$ cat src/hw/rtl/dllc_pkg.sv
// Package for the doubly linked list cursor block.
// Field widths, operation and status codes, FSM states, memory write enables.
// No dependencies.
`default_nettype none
package dllc_pkg;

  localparam int CAPACITY_DEF = 16;
  localparam int OP_W         = 3;
  localparam int HANDLE_W     = 32;
  localparam int POS_W        = 8;
  localparam int STATUS_W     = 3;

  typedef enum logic [OP_W-1:0] {
    OP_APPEND = 3'd0,
    OP_LIST   = 3'd1,
    OP_NEXT   = 3'd2,
    OP_PREV   = 3'd3,
    OP_DELETE = 3'd4
  } op_t;

  typedef enum logic [STATUS_W-1:0] {
    ST_OK       = 3'd0,
    ST_EMPTY    = 3'd1,
    ST_AT_END   = 3'd2,
    ST_AT_START = 3'd3,
    ST_BAD_POS  = 3'd4,
    ST_FULL     = 3'd5
  } status_t;

  typedef enum logic [3:0] {
    S_IDLE,
    S_SCAN,
    S_APP_WR,
    S_APP_LINK,
    S_LIST_RD,
    S_MOVE_RD,
    S_MOVE_T,
    S_DEL_RD,
    S_DEL_P,
    S_DEL_N
  } state_t;

  typedef struct packed {
    logic payload;
    logic next_link;
    logic prev_link;
  } mem_we_t;

endpackage
`default_nettype wire

$ cat src/hw/rtl/dllc_mem.sv
// Entry storage: payload, next link and prev link per slot.
// One write port with per-field enables, one registered read port.
// Depends on dllc_pkg.
`default_nettype none
module dllc_mem #(
  parameter int CAPACITY = dllc_pkg::CAPACITY_DEF
) (
  input  logic                              clk,
  input  logic                              rd_en,
  input  logic [$clog2(CAPACITY)-1:0]       rd_addr,
  output logic [dllc_pkg::HANDLE_W-1:0]     rd_payload,
  output logic [$clog2(CAPACITY+1)-1:0]     rd_next,
  output logic [$clog2(CAPACITY+1)-1:0]     rd_prev,
  input  dllc_pkg::mem_we_t                 we,
  input  logic [$clog2(CAPACITY)-1:0]       wr_addr,
  input  logic [dllc_pkg::HANDLE_W-1:0]     wr_payload,
  input  logic [$clog2(CAPACITY+1)-1:0]     wr_next,
  input  logic [$clog2(CAPACITY+1)-1:0]     wr_prev
);
  import dllc_pkg::*;

  localparam int SW = $clog2(CAPACITY + 1);

  logic [HANDLE_W-1:0] payload_mem [CAPACITY];
  logic [SW-1:0]       next_mem    [CAPACITY];
  logic [SW-1:0]       prev_mem    [CAPACITY];

  always_ff @(posedge clk) begin
    if (we.payload) begin
      payload_mem[wr_addr] <= wr_payload;
    end
    if (we.next_link) begin
      next_mem[wr_addr] <= wr_next;
    end
    if (we.prev_link) begin
      prev_mem[wr_addr] <= wr_prev;
    end
  end

  always_ff @(posedge clk) begin
    if (rd_en) begin
      rd_payload <= payload_mem[rd_addr];
      rd_next    <= next_mem[rd_addr];
      rd_prev    <= prev_mem[rd_addr];
    end
  end

endmodule
`default_nettype wire

$ cat src/hw/rtl/doubly_linked_list_cursor.sv
// Doubly linked list with a play cursor: sequencer, head/tail/cursor registers,
// free map, and the result register. Depends on dllc_pkg and dllc_mem.
//
// One operation is taken per transaction while busy is low; busy stays high
// until the operation's last memory write or last result is done. Results are
// registered and appear in the cycle after they are produced, each for one cycle
// with result_valid; the receiver must take them. All link walks go through the
// single read port of the entry memory, one entry per cycle. Append scans the
// slots for a free one, writes the new entry and, if the list was not empty,
// links the old tail to it; list emits one result per entry with no gaps;
// delete walks to position p, then relinks the previous and the next entry.
`default_nettype none
module doubly_linked_list_cursor #(
  parameter int CAPACITY = dllc_pkg::CAPACITY_DEF
) (
  input  logic                              clk,
  input  logic                              rst,
  input  logic                              start,
  output logic                              busy,
  input  logic [dllc_pkg::OP_W-1:0]         operation,
  input  logic [dllc_pkg::HANDLE_W-1:0]     song_handle,
  input  logic [dllc_pkg::POS_W-1:0]        position,
  output logic                              result_valid,
  output logic [dllc_pkg::STATUS_W-1:0]     status,
  output logic [dllc_pkg::HANDLE_W-1:0]     entry_handle,
  output logic                              last
);
  import dllc_pkg::*;

  localparam int AW = $clog2(CAPACITY);
  localparam int SW = $clog2(CAPACITY + 1);
  localparam int CW = (SW > POS_W) ? SW : POS_W;
  localparam logic [SW-1:0] NULL_SLOT = SW'(CAPACITY);
  localparam logic [SW-1:0] LAST_IDX  = SW'(CAPACITY - 1);

  function automatic logic slot_ok(input logic [SW-1:0] s);
    return s < NULL_SLOT;
  endfunction

  state_t state, state_next;

  logic [CAPACITY-1:0] free_map, free_map_next;
  logic [SW-1:0]       head, head_next;
  logic [SW-1:0]       tail, tail_next;
  logic [SW-1:0]       cursor, cursor_next;
  logic [SW-1:0]       count, count_next;
  logic [SW-1:0]       cur, cur_next;
  logic [SW-1:0]       p_slot, p_slot_next;
  logic [SW-1:0]       n_slot, n_slot_next;
  logic [SW-1:0]       walk, walk_next;
  logic [HANDLE_W-1:0] handle_q, handle_q_next;
  logic [AW-1:0]       pos_q, pos_q_next;
  logic                move_fwd, move_fwd_next;

  logic                emit;
  status_t             emit_status;
  logic [HANDLE_W-1:0] emit_handle;
  logic                emit_last;

  logic                rd_en;
  logic [AW-1:0]       rd_addr;
  logic [HANDLE_W-1:0] rd_payload;
  logic [SW-1:0]       rd_next;
  logic [SW-1:0]       rd_prev;
  mem_we_t             we;
  logic [AW-1:0]       wr_addr;
  logic [HANDLE_W-1:0] wr_payload;
  logic [SW-1:0]       wr_next;
  logic [SW-1:0]       wr_prev;

  logic                accept;
  logic                bad_pos;
  logic                list_last;
  logic [SW-1:0]       move_tgt;

  dllc_mem #(.CAPACITY(CAPACITY)) u_mem (
    .clk        (clk),
    .rd_en      (rd_en),
    .rd_addr    (rd_addr),
    .rd_payload (rd_payload),
    .rd_next    (rd_next),
    .rd_prev    (rd_prev),
    .we         (we),
    .wr_addr    (wr_addr),
    .wr_payload (wr_payload),
    .wr_next    (wr_next),
    .wr_prev    (wr_prev)
  );

  assign busy      = (state != S_IDLE);
  assign accept    = start && !busy;
  assign bad_pos   = CW'(position) >= CW'(count);
  assign list_last = !slot_ok(rd_next) || (walk == LAST_IDX);
  assign move_tgt  = move_fwd ? rd_next : rd_prev;

  // next state
  always_comb begin
    state_next = state;
    unique case (state)
      S_IDLE: begin
        if (start) begin
          unique case (op_t'(operation))
            OP_APPEND: state_next = (count == NULL_SLOT) ? S_IDLE : S_SCAN;
            OP_LIST:   state_next = slot_ok(head) ? S_LIST_RD : S_IDLE;
            OP_NEXT, OP_PREV: state_next = slot_ok(cursor) ? S_MOVE_RD : S_IDLE;
            OP_DELETE: state_next = (slot_ok(head) && !bad_pos) ? S_DEL_RD : S_IDLE;
            default:   state_next = S_IDLE;
          endcase
        end
      end
      S_SCAN:     if (free_map[walk[AW-1:0]]) state_next = S_APP_WR;
      S_APP_WR:   state_next = slot_ok(tail) ? S_APP_LINK : S_IDLE;
      S_APP_LINK: state_next = S_IDLE;
      S_LIST_RD:  if (list_last) state_next = S_IDLE;
      S_MOVE_RD:  state_next = slot_ok(move_tgt) ? S_MOVE_T : S_IDLE;
      S_MOVE_T:   state_next = S_IDLE;
      S_DEL_RD:   if (walk[AW-1:0] == pos_q) state_next = S_DEL_P;
      S_DEL_P:    state_next = S_DEL_N;
      S_DEL_N:    state_next = S_IDLE;
      default:    state_next = S_IDLE;
    endcase
  end

  // datapath and memory control
  always_comb begin
    free_map_next = free_map;
    head_next     = head;
    tail_next     = tail;
    cursor_next   = cursor;
    count_next    = count;
    cur_next      = cur;
    p_slot_next   = p_slot;
    n_slot_next   = n_slot;
    walk_next     = walk;
    handle_q_next = handle_q;
    pos_q_next    = pos_q;
    move_fwd_next = move_fwd;
    emit          = 1'b0;
    emit_status   = ST_OK;
    emit_handle   = '0;
    emit_last     = 1'b1;
    rd_en         = 1'b0;
    rd_addr       = cur[AW-1:0];
    we            = '0;
    wr_addr       = cur[AW-1:0];
    wr_payload    = handle_q;
    wr_next       = NULL_SLOT;
    wr_prev       = tail;
    unique case (state)
      S_IDLE: begin
        if (start) begin
          handle_q_next = song_handle;
          pos_q_next    = position[AW-1:0];
          move_fwd_next = (op_t'(operation) == OP_NEXT);
          walk_next     = '0;
          unique case (op_t'(operation))
            OP_APPEND: begin
              if (count == NULL_SLOT) begin
                emit        = 1'b1;
                emit_status = ST_FULL;
              end
            end
            OP_LIST: begin
              if (slot_ok(head)) begin
                rd_en    = 1'b1;
                rd_addr  = head[AW-1:0];
                cur_next = head;
              end else begin
                emit        = 1'b1;
                emit_status = ST_EMPTY;
              end
            end
            OP_NEXT, OP_PREV: begin
              if (slot_ok(cursor)) begin
                rd_en    = 1'b1;
                rd_addr  = cursor[AW-1:0];
                cur_next = cursor;
              end else begin
                emit        = 1'b1;
                emit_status = ST_EMPTY;
              end
            end
            OP_DELETE: begin
              if (!slot_ok(head)) begin
                emit        = 1'b1;
                emit_status = ST_EMPTY;
              end else if (bad_pos) begin
                emit        = 1'b1;
                emit_status = ST_BAD_POS;
              end else begin
                rd_en    = 1'b1;
                rd_addr  = head[AW-1:0];
                cur_next = head;
              end
            end
            default: ;
          endcase
        end
      end
      S_SCAN: begin
        if (free_map[walk[AW-1:0]]) begin
          cur_next = walk;
        end else begin
          walk_next = walk + 1'b1;
        end
      end
      S_APP_WR: begin
        we                         = '{payload: 1'b1, next_link: 1'b1, prev_link: 1'b1};
        wr_addr                    = cur[AW-1:0];
        wr_payload                 = handle_q;
        wr_prev                    = tail;
        wr_next                    = NULL_SLOT;
        free_map_next[cur[AW-1:0]] = 1'b0;
        tail_next                  = cur;
        p_slot_next                = tail;
        count_next                 = count + 1'b1;
        if (!slot_ok(tail)) begin
          head_next = cur;
        end
        if (!slot_ok(cursor)) begin
          cursor_next = slot_ok(tail) ? head : cur;
        end
        emit        = 1'b1;
        emit_handle = handle_q;
      end
      S_APP_LINK: begin
        we.next_link = 1'b1;
        wr_addr      = p_slot[AW-1:0];
        wr_next      = cur;
      end
      S_LIST_RD: begin
        emit        = 1'b1;
        emit_handle = rd_payload;
        emit_last   = list_last;
        if (!list_last) begin
          rd_en     = 1'b1;
          rd_addr   = rd_next[AW-1:0];
          walk_next = walk + 1'b1;
        end
      end
      S_MOVE_RD: begin
        if (slot_ok(move_tgt)) begin
          cursor_next = move_tgt;
          rd_en       = 1'b1;
          rd_addr     = move_tgt[AW-1:0];
        end else begin
          emit        = 1'b1;
          emit_status = move_fwd ? ST_AT_END : ST_AT_START;
          emit_handle = rd_payload;
        end
      end
      S_MOVE_T: begin
        emit        = 1'b1;
        emit_handle = rd_payload;
      end
      S_DEL_RD: begin
        if (walk[AW-1:0] == pos_q) begin
          emit                       = 1'b1;
          emit_handle                = rd_payload;
          p_slot_next                = rd_prev;
          n_slot_next                = rd_next;
          free_map_next[cur[AW-1:0]] = 1'b1;
          count_next                 = count - 1'b1;
          if (cursor == cur) begin
            cursor_next = NULL_SLOT;
          end
          if (!slot_ok(rd_prev)) begin
            head_next = rd_next;
          end
          if (!slot_ok(rd_next)) begin
            tail_next = rd_prev;
          end
        end else begin
          cur_next  = rd_next;
          walk_next = walk + 1'b1;
          rd_en     = 1'b1;
          rd_addr   = rd_next[AW-1:0];
        end
      end
      S_DEL_P: begin
        if (slot_ok(p_slot)) begin
          we.next_link = 1'b1;
          wr_addr      = p_slot[AW-1:0];
          wr_next      = n_slot;
        end
      end
      S_DEL_N: begin
        if (slot_ok(n_slot)) begin
          we.prev_link = 1'b1;
          wr_addr      = n_slot[AW-1:0];
          wr_prev      = p_slot;
        end
      end
      default: ;
    endcase
  end

  always_ff @(posedge clk) begin
    if (rst) begin
      state        <= S_IDLE;
      free_map     <= '1;
      head         <= NULL_SLOT;
      tail         <= NULL_SLOT;
      cursor       <= NULL_SLOT;
      count        <= '0;
      result_valid <= 1'b0;
    end else begin
      state        <= state_next;
      free_map     <= free_map_next;
      head         <= head_next;
      tail         <= tail_next;
      cursor       <= cursor_next;
      count        <= count_next;
      result_valid <= emit;
    end
  end

  always_ff @(posedge clk) begin
    cur      <= cur_next;
    p_slot   <= p_slot_next;
    n_slot   <= n_slot_next;
    walk     <= walk_next;
    handle_q <= handle_q_next;
    pos_q    <= pos_q_next;
    move_fwd <= move_fwd_next;
    if (emit) begin
      status       <= emit_status;
      entry_handle <= emit_handle;
      last         <= emit_last;
    end
  end

  a_head_count: assert property (@(posedge clk) disable iff (rst)
    (head == NULL_SLOT) == (count == '0))
    else $error("head and entry count disagree");

  a_cursor_empty: assert property (@(posedge clk) disable iff (rst)
    (count == '0) |-> (cursor == NULL_SLOT))
    else $error("cursor set on empty list");

  a_list_burst: assert property (@(posedge clk) disable iff (rst)
    (result_valid && !last) |=> result_valid)
    else $error("gap inside a multi-result transaction");

  a_full: assert property (@(posedge clk) disable iff (rst)
    (accept && (operation == OP_APPEND) && (count == NULL_SLOT))
      |=> (result_valid && (status == ST_FULL)))
    else $error("append on full list not flagged");

endmodule
`default_nettype wire
$ cat config.mk
export PLATFORM = sky130hd
export DESIGN_NAME = doubly_linked_list_cursor
export DESIGN_NICKNAME = d
export VERILOG_FILES = /design/src/hw/rtl/dllc_pkg.sv /design/src/hw/rtl/dllc_mem.sv /design/src/hw/rtl/doubly_linked_list_cursor.sv
export SDC_FILE = /design/constraint.sdc
export NUM_CORES = 1
export LEC_CHECK = 0
export ABC_CLOCK_PERIOD_IN_PS = 4900
export BUFFER_PORTS_ARGS = -buffer_cell sky130_fd_sc_hd__buf_2
export CORE_MARGIN = 2
export CORE_UTILIZATION = 47
export CTS_CLUSTER_SIZE = 40
export DETAILED_ROUTE_END_ITERATION = 7
export PLACE_DENSITY_LB_ADDON = 0.1
export SETUP_SLACK_MARGIN = 0.15
export SLEW_MARGIN = 10
export SYNTH_ARGS = -nofsm -noshare
export SYNTH_HDL_FRONTEND = slang
export SYNTH_SLANG_ARGS = --single-unit
export TNS_END_PERCENT = 50
$ cat constraint.sdc
create_clock -name clk -period 4.9 [get_ports clk]
set_input_delay 0.49 -clock clk [delete_from_list [all_inputs] [get_ports clk]]
set_output_delay 0.49 -clock clk [all_outputs]
set_load 0.03 [all_outputs]
==> results of run 1 <==
power by group through the flow:
stage                     registers (W)  logic, W  clock network, W
after global placement          0.00827  0.000693                 0
after global routing            0.00814  0.000761           0.00728
after detailed placement        0.00828  0.000701                 0
final                           0.00813  0.000708           0.00685
after floorplan                 0.00827  0.000437                 0
after CTS                       0.00813  0.000713           0.00698
layout make-up:
class | instances | area [um^2]
Clock buffer | 106 | 2320
Clock inverter | 48 | 619
Fill cell | 5762 | 32600
Inverter | 25 | 93.8
Multi-Input combinational cell | 1103 | 8320
Sequential cell | 848 | 25100
Tap cell | 950 | 1190
Timing Repair Buffer | 191 | 1420
cells in the mapped netlist (22+ instances only):
master | count | share of area, %
a21oi_1 | 155 | 2.3
a221oi_1 | 101 | 2.6
a22o_1 | 53 | 1.4
and3_1 | 23 | 0.42
buf_2 | 42 | 0.62
clkbuf_1 | 55 | 0.61
dfxtp_1 | 41 | 2.4
edfxtp_1 | 807 | 71
mux2i_1 | 159 | 4.7
mux4_2 | 37 | 2.4
nand2_1 | 193 | 2.1
nor2_1 | 82 | 0.90
nor3_1 | 22 | 0.32
o211ai_1 | 22 | 0.48
o21ai_0 | 27 | 0.40
or4_1 | 27 | 0.59
kinds of logic (layout without fill, tap and decap cells):
kind of cell / Yosys count / after routing / share of synthesized area [%]
buffers and inverters: 165 / 370 / 2.53
multiplexers: 201 / 201 / 7.27
AND/OR/NAND/NOR: 403 / 403 / 5.57
flip-flops: 848 / 848 / 73.5
AO/OA/AOI/OAI: 471 / 471 / 10.3
XOR/XNOR: 17 / 17 / 0.437
adder cells (fa/ha/maj): 11 / 11 / 0.426
path summary, 6_finish.rpt:
kind / startpoint / to / slack (ns) / depth (start not counted)
max reg2reg: walk[0] / u_mem.rd_payload[6] / 0.62 / 13
min reg2reg: flip-flop / flip-flop / 0.48 / 2
max: walk[0] / u_mem.rd_payload[6] / 0.62 / 13
min: song_handle[31] / handle_q[31] / 0.03 / 1
worst register-to-register path, stage by stage (launching register included):
cell and delay [ns]:
edfxtp_1 0.60, ha_1 0.33, and3_1 0.19, ha_1 0.19, nor2_1 0.13, nand4_1 0.27
o311ai_2 0.22, a22oi_1 0.24, o211ai_4 0.14, buf_12 0.29, buf_4 0.46, mux2i_1 0.31
a221oi_2 0.10, or4_1 0.53
sequential cells by signal, summed over array words and instances (netlist names), 32 cells and up, named ones only:
signal	flops
u_mem.payload_mem	512
u_mem.next_mem	80
u_mem.prev_mem	80
entry_handle	32
handle_q	32
u_mem.rd_payload	32
layout by cell type (no fill, tap or decap), types with 10 or more instances in the layout:
cell type / n
mux2i_1: 159
buf_2: 83
nand2b_1: 11
dlygate4sd3_1: 16
a221oi_2: 20
buf_12: 12
a22oi_1: 21
mux4_2: 37
inv_1: 21
clkbuf_1: 15
nand2_1: 193
nor2_4: 10
xnor2_1: 12
o21ai_0: 27
bufinv_16: 13
and3_1: 22
nor3_1: 15
edfxtp_1: 807
buf_4: 80
a21oi_1: 155
or4_1: 27
clkinv_2: 17
a211o_1: 19
clkinv_1: 10
ha_1: 10
o211ai_1: 22
a22o_1: 53
clkbuf_16: 90
nor2_1: 72
a221oi_1: 101
dfxtp_1: 41
stage by stage:
| stage | setup WS, ns | cell area [um^2] | hold WS, ns |
|---|---|---|---|
| final | 0.619 | 39000 | 0.0270 |
| after global routing | 0.383 | 39000 | 0.00370 |
| after CTS | 0.630 | 39000 | 0.00330 |
| after detailed placement | 0.663 | 35900 | 0.460 |
| after global placement | 0.768 | 35900 | 0.454 |
| after floorplan | 0.304 | 34100 | 0.437 |
per-layer routing:
metal	routed length [um]	track usage, %
met1	39000	34.6
met2	41500	37.2
met3	6350	3.85
met4	2210	6.96
met5	0	0
==> results.cfg, run 1 <==
[worst_setup_path]
critPathArrivalTime_ns = 4.65
slowest_stage = edfxtp_1
cp_top_family = simple AND/OR/NAND/NOR gates
worstSetupPathType = reg2reg
cp_num_buf_inv = 2
slowest_delay_ns = 0.60
cp-end-kind = flip-flop
path_cells = ha_1, and3_1, ha_1, nor2_1, nand4_1, o311ai_2, a22oi_1, o211ai_4, buf_12, buf_4, mux2i_1, a221oi_2, or4_1
cpMostUsedCell = ha_1
crit_required_ns = 5.27
cp-start-kind = flip-flop
cp_max_fo = 41

[die]
die_h_um = 273
coreArea_um2 = 71600
ios = 84
start_util_pct = 47.6
die_x_um = 273
rows = 98
die-area_um2 = 74700

[route]
drt_drc_violations_left = 0
routedWlPerCell_um = 27.2
drt_iter0_drc = 1988
first_pass_iters = 6
drt-total-wl_mm = 89.1
routed_via_density = 6.06
num_vias = 19800
drtAntennaViolNets = 0

[yosys]
ys_ff_latch = 848
synth_seq_area_share_pct = 73.5
syn_area_per_cell_um2 = 16.1
postSynthCellCount = 2116
synth_edf_count = 807
async_flop_share_pct = 0
synth_fp_nets = 2173
ys.flop_type = edfxtp_1
yosys.cell_types.count = 81
yosysWarnings = 0
syn-cell-area_um2 = 34100

[pwr]
vdd_ir_drop_max_mv = 0.306
finalPower_w = 0.0157
power.density_nw_per_um2 = 402
pwr-share-clk_pct = 43.7
p_seq_share_pct = 51.8
p_sw_w = 0.00334
p_leak_nw = 13.3
power.internal_w = 0.0123
p_comb_share_pct = 4.5
sw_frac_of_total_pct = 21.3

[final_layout]
layout.nets = 2315
areaGrowthSynthToFinish_pct = 14.4
stdcell_count = 3271
diodes = 0
final_util_pct = 54.5
drive_gt1_share_pct = 17.9

[sta]
grt_setup_unrepaired = no
fin_crit_ns = 4.28
hold_violations = 0
skew_ns = 0.0275
setup_viol = 0
relSlewSlack_pct = 30.0
timing.final.crit_share_pct = 87.4
slew_violations = 0
worst_pin_slew_ns = 1.04
setup_tns_ns = 0
fmax_mhz = 234

[cts]
cts_root_buf = clkbuf_16
cts_sinks = 848
cts_tree = yes
post_cts_buffers = 0
clk_latency_ns = 0.65
h-tree-depth = 3
path_clk_slew_ns = 0.07
cts_buffer_depth = 3
cts_buffers = 89
ctsHoldBuffers = 16
cts_resized = 0

[placement]
dp_hpwl_mm = 50.6
gp_congestion = 0.873
dp.cells = 3101
port_buffers = 83

[global_route]
antenna_found_initial = 1
grt_pass1_vias = 19300
grt_pass1_wl_mm = 131
grt_usage_pct = 23.8
gr-total-overflow = 0
grt_max_degree = 81

[run]
maxCapViolCount = 0

[run_status]
run_status = completed

[worst_hold_path]
hold_path.class = in2reg
Power figures use the tool's default switching activity.
==> run 2, diff against run 1 <==
Settings changed: CTS_BUF_LIST set to sky130_fd_sc_hd__clkbuf_4.
==> run 2 against run 1 <==
Net effect:
- first-iteration DRC count rose by 2.4%
- final area hardly changed
- non-clock buffer count increased by 28
- sequential share of layout area fell by 0.062 points
- flip-flop and latch count did not move
- utilization rose by 0.052 points
- combinational power is 2% higher
- clock-buffer cell count is 204 higher
- largest cell class unchanged
==> results.cfg, run 2 (synthesis gave the netlist of run 1 again) <==
[worst_setup_path]
setup.worst_path.end = u_mem.rd_payload[6]
rrSetupSlack_ns = 0.64
rr_startpoint = state[0]
critPathArrivalTime_ns = 5.03
crit_required_ns = 5.67
setup.worst_path.start = state[0]
cp-start-kind = flip-flop
cp-end-kind = flip-flop
cp_max_fo = 41
reg2regPathDepth = 11
worstSetupPathType = reg2reg
rr_endpoint = u_mem.rd_payload[6]

[route]
drt-total-wl_mm = 90.1
drt_iter0_drc = 2035
routed_via_density = 5.84
drtAntennaViolNets = 0
wl_met1_mm = 40.0
num_vias = 20700
routedWlPerCell_um = 25.5
drt_drc_violations_left = 0
highest-signal-layer = met5
wl_met2_mm = 42.2
first_pass_iters = 5
wl_met3_mm = 5.49

[sta]
relSlewSlack_pct = 29.2
worst_pin_slew_ns = 1.05
hold_violations = 0
fin_crit_ns = 4.26
setup_viol = 0
grt_setup_unrepaired = no
skew_ns = 0.0420
setup_tns_ns = 0
fmax_mhz = 235
slew_violations = 0
timing.final.crit_share_pct = 87.0

[final_layout]
areaGrowthSynthToFinish_pct = 14.5
drive_gt1_share_pct = 23.9
reg.largest.list = u_mem.payload_mem x512, u_mem.next_mem x80, u_mem.prev_mem x80
final_cell_area_um2 = 39100
layout.nets = 2469
mostFrequentLayoutCells = edfxtp_1 (807), clkbuf_4 (310), nand2_1 (193)
top_register = u_mem.payload_mem
largest_register_ffs = 512
layout_commonest_cell = edfxtp_1

[die]
die_h_um = 273
start_util_pct = 47.6
ios = 84
die-area_um2 = 74700
rows = 98
coreArea_um2 = 71600
die_x_um = 273

[pwr]
power.density_nw_per_um2 = 375
p_leak_nw = 13.6
vdd_ir_drop_max_mv = 0.219
finalPower_w = 0.0146

[cts]
h-tree-depth = 4
cts_root_buf = clkbuf_4
cts_tree = yes
cts_sinks = 848
cts_buffers = 215
cts_buffer_depth = 3
clk_latency_ns = 1.06
path_clk_slew_ns = 0.06
post_cts_buffers = 0

[placement]
port_buffers = 83
placed_area_um2 = 35900
dp_hpwl_mm = 50.6
gp_congestion = 0.873

[global_route]
grt_usage_pct = 24.3
antenna_found_initial = 3
gr-total-overflow = 0
grt_pass1_vias = 20600
grt_max_degree = 81
grt_pass1_wl_mm = 133

[worst_hold_path]
hold_path.class = in2reg

[run]
maxCapViolCount = 0

[run_status]
run_status = completed
[run 2: cell type report]
| class | instances | area [um^2] |
|---|---|---|
| Timing Repair Buffer | 219 | 1700 |
| Clock inverter | 75 | 362 |
| Clock buffer | 310 | 2330 |
| Inverter | 25 | 93.8 |
| Multi-Input combinational cell | 1103 | 8320 |
| Antenna cell | 4 | 10.0 |
| Sequential cell | 848 | 25100 |
| Fill cell | 5970 | 32600 |
| Tap cell | 950 | 1190 |
[run 2: worst min-delay path by stage]
stage	from	to	slack (ns)	cells after the start
3_3_place_gp	flip-flop	flip-flop	0.45	2
2_1_floorplan	flip-flop	flip-flop	0.44	2
5_1_grt	song_handle[10]	handle_q[10]	0.06	2
4_1_cts	song_handle[24]	handle_q[24]	0.008	2
6_report	song_handle[24]	handle_q[24]	0.16	2
3_5_place_dp	flip-flop	flip-flop	0.46	2
[run 2: per-stage QoR]
step           hold WS, ns  utilization [%]  setup slack, ns  cells
6_report             0.159             54.5            0.636   3534
5_1_grt             0.0634             54.5            0.388   3532
4_1_cts            0.00766             54.5            0.630   3530
3_5_place_dp         0.460             50.2            0.663   3101
3_3_place_gp         0.454             50.2            0.768   3101
2_1_floorplan        0.437                -            0.304   2116
[run 2: worst max-delay path, cell delays in order, from the launching register on]
cell      delay [ns]
dfxtp_1         0.59
nor2b_4         0.30
and2_1          0.37
nand2_4         0.15
nor3_1          0.46
a22oi_1         0.28
o211ai_4        0.14
buf_12          0.27
buf_4           0.43
mux2i_1         0.29
a221oi_2        0.10
or4_1           0.53
[run 2: layer usage]
layer | global-route usage (%) | vias up
met3 | 4.83 | 169
met5 | 0 | -
met1 | 34.2 | 10600
met2 | 37.7 | 711
met4 | 8.73 | 2
li1 | - | 9221
[run 2: report_power, final]
group	internal, W	total (W)	switching, W
logic	0.000267	0.000725	0.000458
clock network	0.00292	0.00578	0.00286
registers	0.00801	0.00812	0.000110
[run 2: what timing repair did]
| item | CTS | global route |
|---|---|---|
| resized for setup | 0 | 0 |
| endpoints found under the hold margin | 60 | 0 |
| hold buffers | 44 | 0 |
| setup endpoints to repair | 0 | 0 |
==> run 3, diff against run 2 <==
Settings changed: GPL_TIMING_DRIVEN set to 0, SKIP_LAST_GASP set to 1.
==> run 3 against run 2 <==
Net effect:
- die area did not move
- critical path depth rose by 4
- setup slack got worse by 0.32 ns
- combinational power rose by 14%
- clock-buffer cell count fell by 4
- clock skew rose by 0.026 ns
- final cell count rose by 2.0%
- highest routed layer is now met4
- register-to-register slack got worse by 0.32 ns
- sequential power barely moved
- clock power rose by 0.9%
- non-clock buffer count rose by 92
==> results.cfg, run 3 (synthesis gave the netlist of run 1 again) <==
[cts]
cts_buffers = 211
cts_tree = yes
cts_root_buf = clkbuf_4
cts_buffer_depth = 3
path_clk_slew_ns = 0.07
cts_sinks = 848
h-tree-depth = 4
post_cts_buffers = 0
clk_latency_ns = 1.06

[worst_setup_path]
slowest_stage = nor2_1
crit_required_ns = 5.74
worstSetupPathType = reg2reg
path_cells = ha_1, and3_1, ha_1, o21ai_0, nand3_1, a211o_1, or2_4, inv_4, o211ai_2, buf_2, buf_2, nor2_1, buf_2, a22oi_1, o211ai_1
cp_max_fo = 16
cp_top_family = buffers and inverters
cp-start-kind = flip-flop
critPathArrivalTime_ns = 5.43
cp_num_buf_inv = 4
slowest_delay_ns = 0.67
cpMostUsedCell = buf_2
cp-end-kind = flip-flop

[route]
drt_drc_violations_left = 0
num_vias = 21600
drt_iter0_drc = 2480
drt-total-wl_mm = 101
drtAntennaViolNets = 0
first_pass_iters = 6
routedWlPerCell_um = 28.0
routed_via_density = 5.98

[die]
coreArea_um2 = 71600
die-area_um2 = 74700
ios = 84
die_x_um = 273
die_h_um = 273
rows = 98
start_util_pct = 47.6

[sta]
skew_ns = 0.0675
timing.hold.ws_ns = 0.150
grt_setup_unrepaired = yes
worst_pin_slew_ns = 1.30
fmax_mhz = 218
slew_violations = 0
timing.final.crit_share_pct = 93.6
setup_viol = 0
relSlewSlack_pct = 12.6
fin_crit_ns = 4.59
hold_violations = 0
setup_tns_ns = 0

[run]
maxCapViolCount = 0

[global_route]
grt_usage_pct = 27.2
grt_max_degree = 42
antenna_found_initial = 2
gr-total-overflow = 0
grt_pass1_wl_mm = 144
grt_pass1_vias = 21600

[final_layout]
reg.largest.list = u_mem.payload_mem x512, u_mem.next_mem x80, u_mem.prev_mem x80
fill_cells = 5904
regArea_um2 = 25100
areaGrowthSynthToFinish_pct = 16.1
mostFrequentLayoutCells = edfxtp_1 (807), clkbuf_4 (306), nand2_1 (193)
drive_gt1_share_pct = 24.0
multiInputGateArea_um2 = 8300
top_register = u_mem.payload_mem
layout.nets = 2557
layout_commonest_cell = edfxtp_1
largest_register_ffs = 512

[placement]
gp_congestion = 0.868
port_buffers = 83
dp_hpwl_mm = 66.0

[pwr]
vdd_ir_drop_max_mv = 0.208
sw_frac_of_total_pct = 23.4
power.density_nw_per_um2 = 373
pwr-share-clk_pct = 39.5
p_leak_nw = 13.8
finalPower_w = 0.0148
p_sw_w = 0.00346
p_seq_share_pct = 54.9
power.internal_w = 0.0113
p_comb_share_pct = 5.6

[worst_hold_path]
hold_path.class = in2reg

[run_status]
run_status = completed
[run 3: cell type report]
cell class	count	share of cell area, %
Sequential cell	848	63.3
Multi-Input combinational cell	1103	21.0
Clock buffer	306	5.80
Timing Repair Buffer	171	3.85
Tap cell	950	3.00
Buffer	140	1.97
Clock inverter	62	0.907
Inverter	25	0.243
Antenna cell	1	0.00632
[run 3: worst paths after layout]
path                                             end             from  slack, ns  cells after the start
worst max-delay path            u_mem.rd_payload[22]          walk[0]       0.31                     15
worst min-delay path                    handle_q[24]  song_handle[24]       0.15                      2
worst max register to register  u_mem.rd_payload[22]          walk[0]       0.31                     15
worst min register to register             flip-flop        flip-flop       0.49                      2
[run 3: power by group through the flow]
stage / Clock (W) / Sequential [W] / Combinational (W)
final: 0.00583 / 0.00811 / 0.000824
after CTS: 0.00596 / 0.00811 / 0.000824
after global routing: 0.00633 / 0.00812 / 0.000871
after detailed placement: 0 / 0.00827 / 0.000796
after floorplan: 0 / 0.00827 / 0.000437
after global placement: 0 / 0.00826 / 0.000774
[run 3: per-layer routing]
layer | vias to the layer above | share of wire (%) | GRT usage [%]
li1 | 9353 | - | -
met1 | 11000 | 41 | 36.7
met2 | 1058 | 47 | 42.8
met3 | 183 | 8.7 | 6.65
met4 | 0 | 3.0 | 10.3
met5 | - | 0 | 0
[run 3: what timing repair did]
item / in CTS / in global routing
resized for setup: 3 / 2
endpoints found under the setup margin: 16 / 10
pin swaps: 0 / 0
cloned: 0 / 0
hold buffers: 44 / 0
endpoints found under the hold margin: 59 / 0
[run 3: through the flow]
stage	cells	setup slack (ns)	cell area, um^2	util, %
2_1_floorplan	2116	0.304	34100	-
6_report	3606	0.312	39600	55.3
5_1_grt	3606	0.124	39600	55.3
3_3_place_gp	3149	-4.12	35700	49.9
4_1_cts	3605	0.271	39600	55.3
3_5_place_dp	3193	0.123	36500	51.0
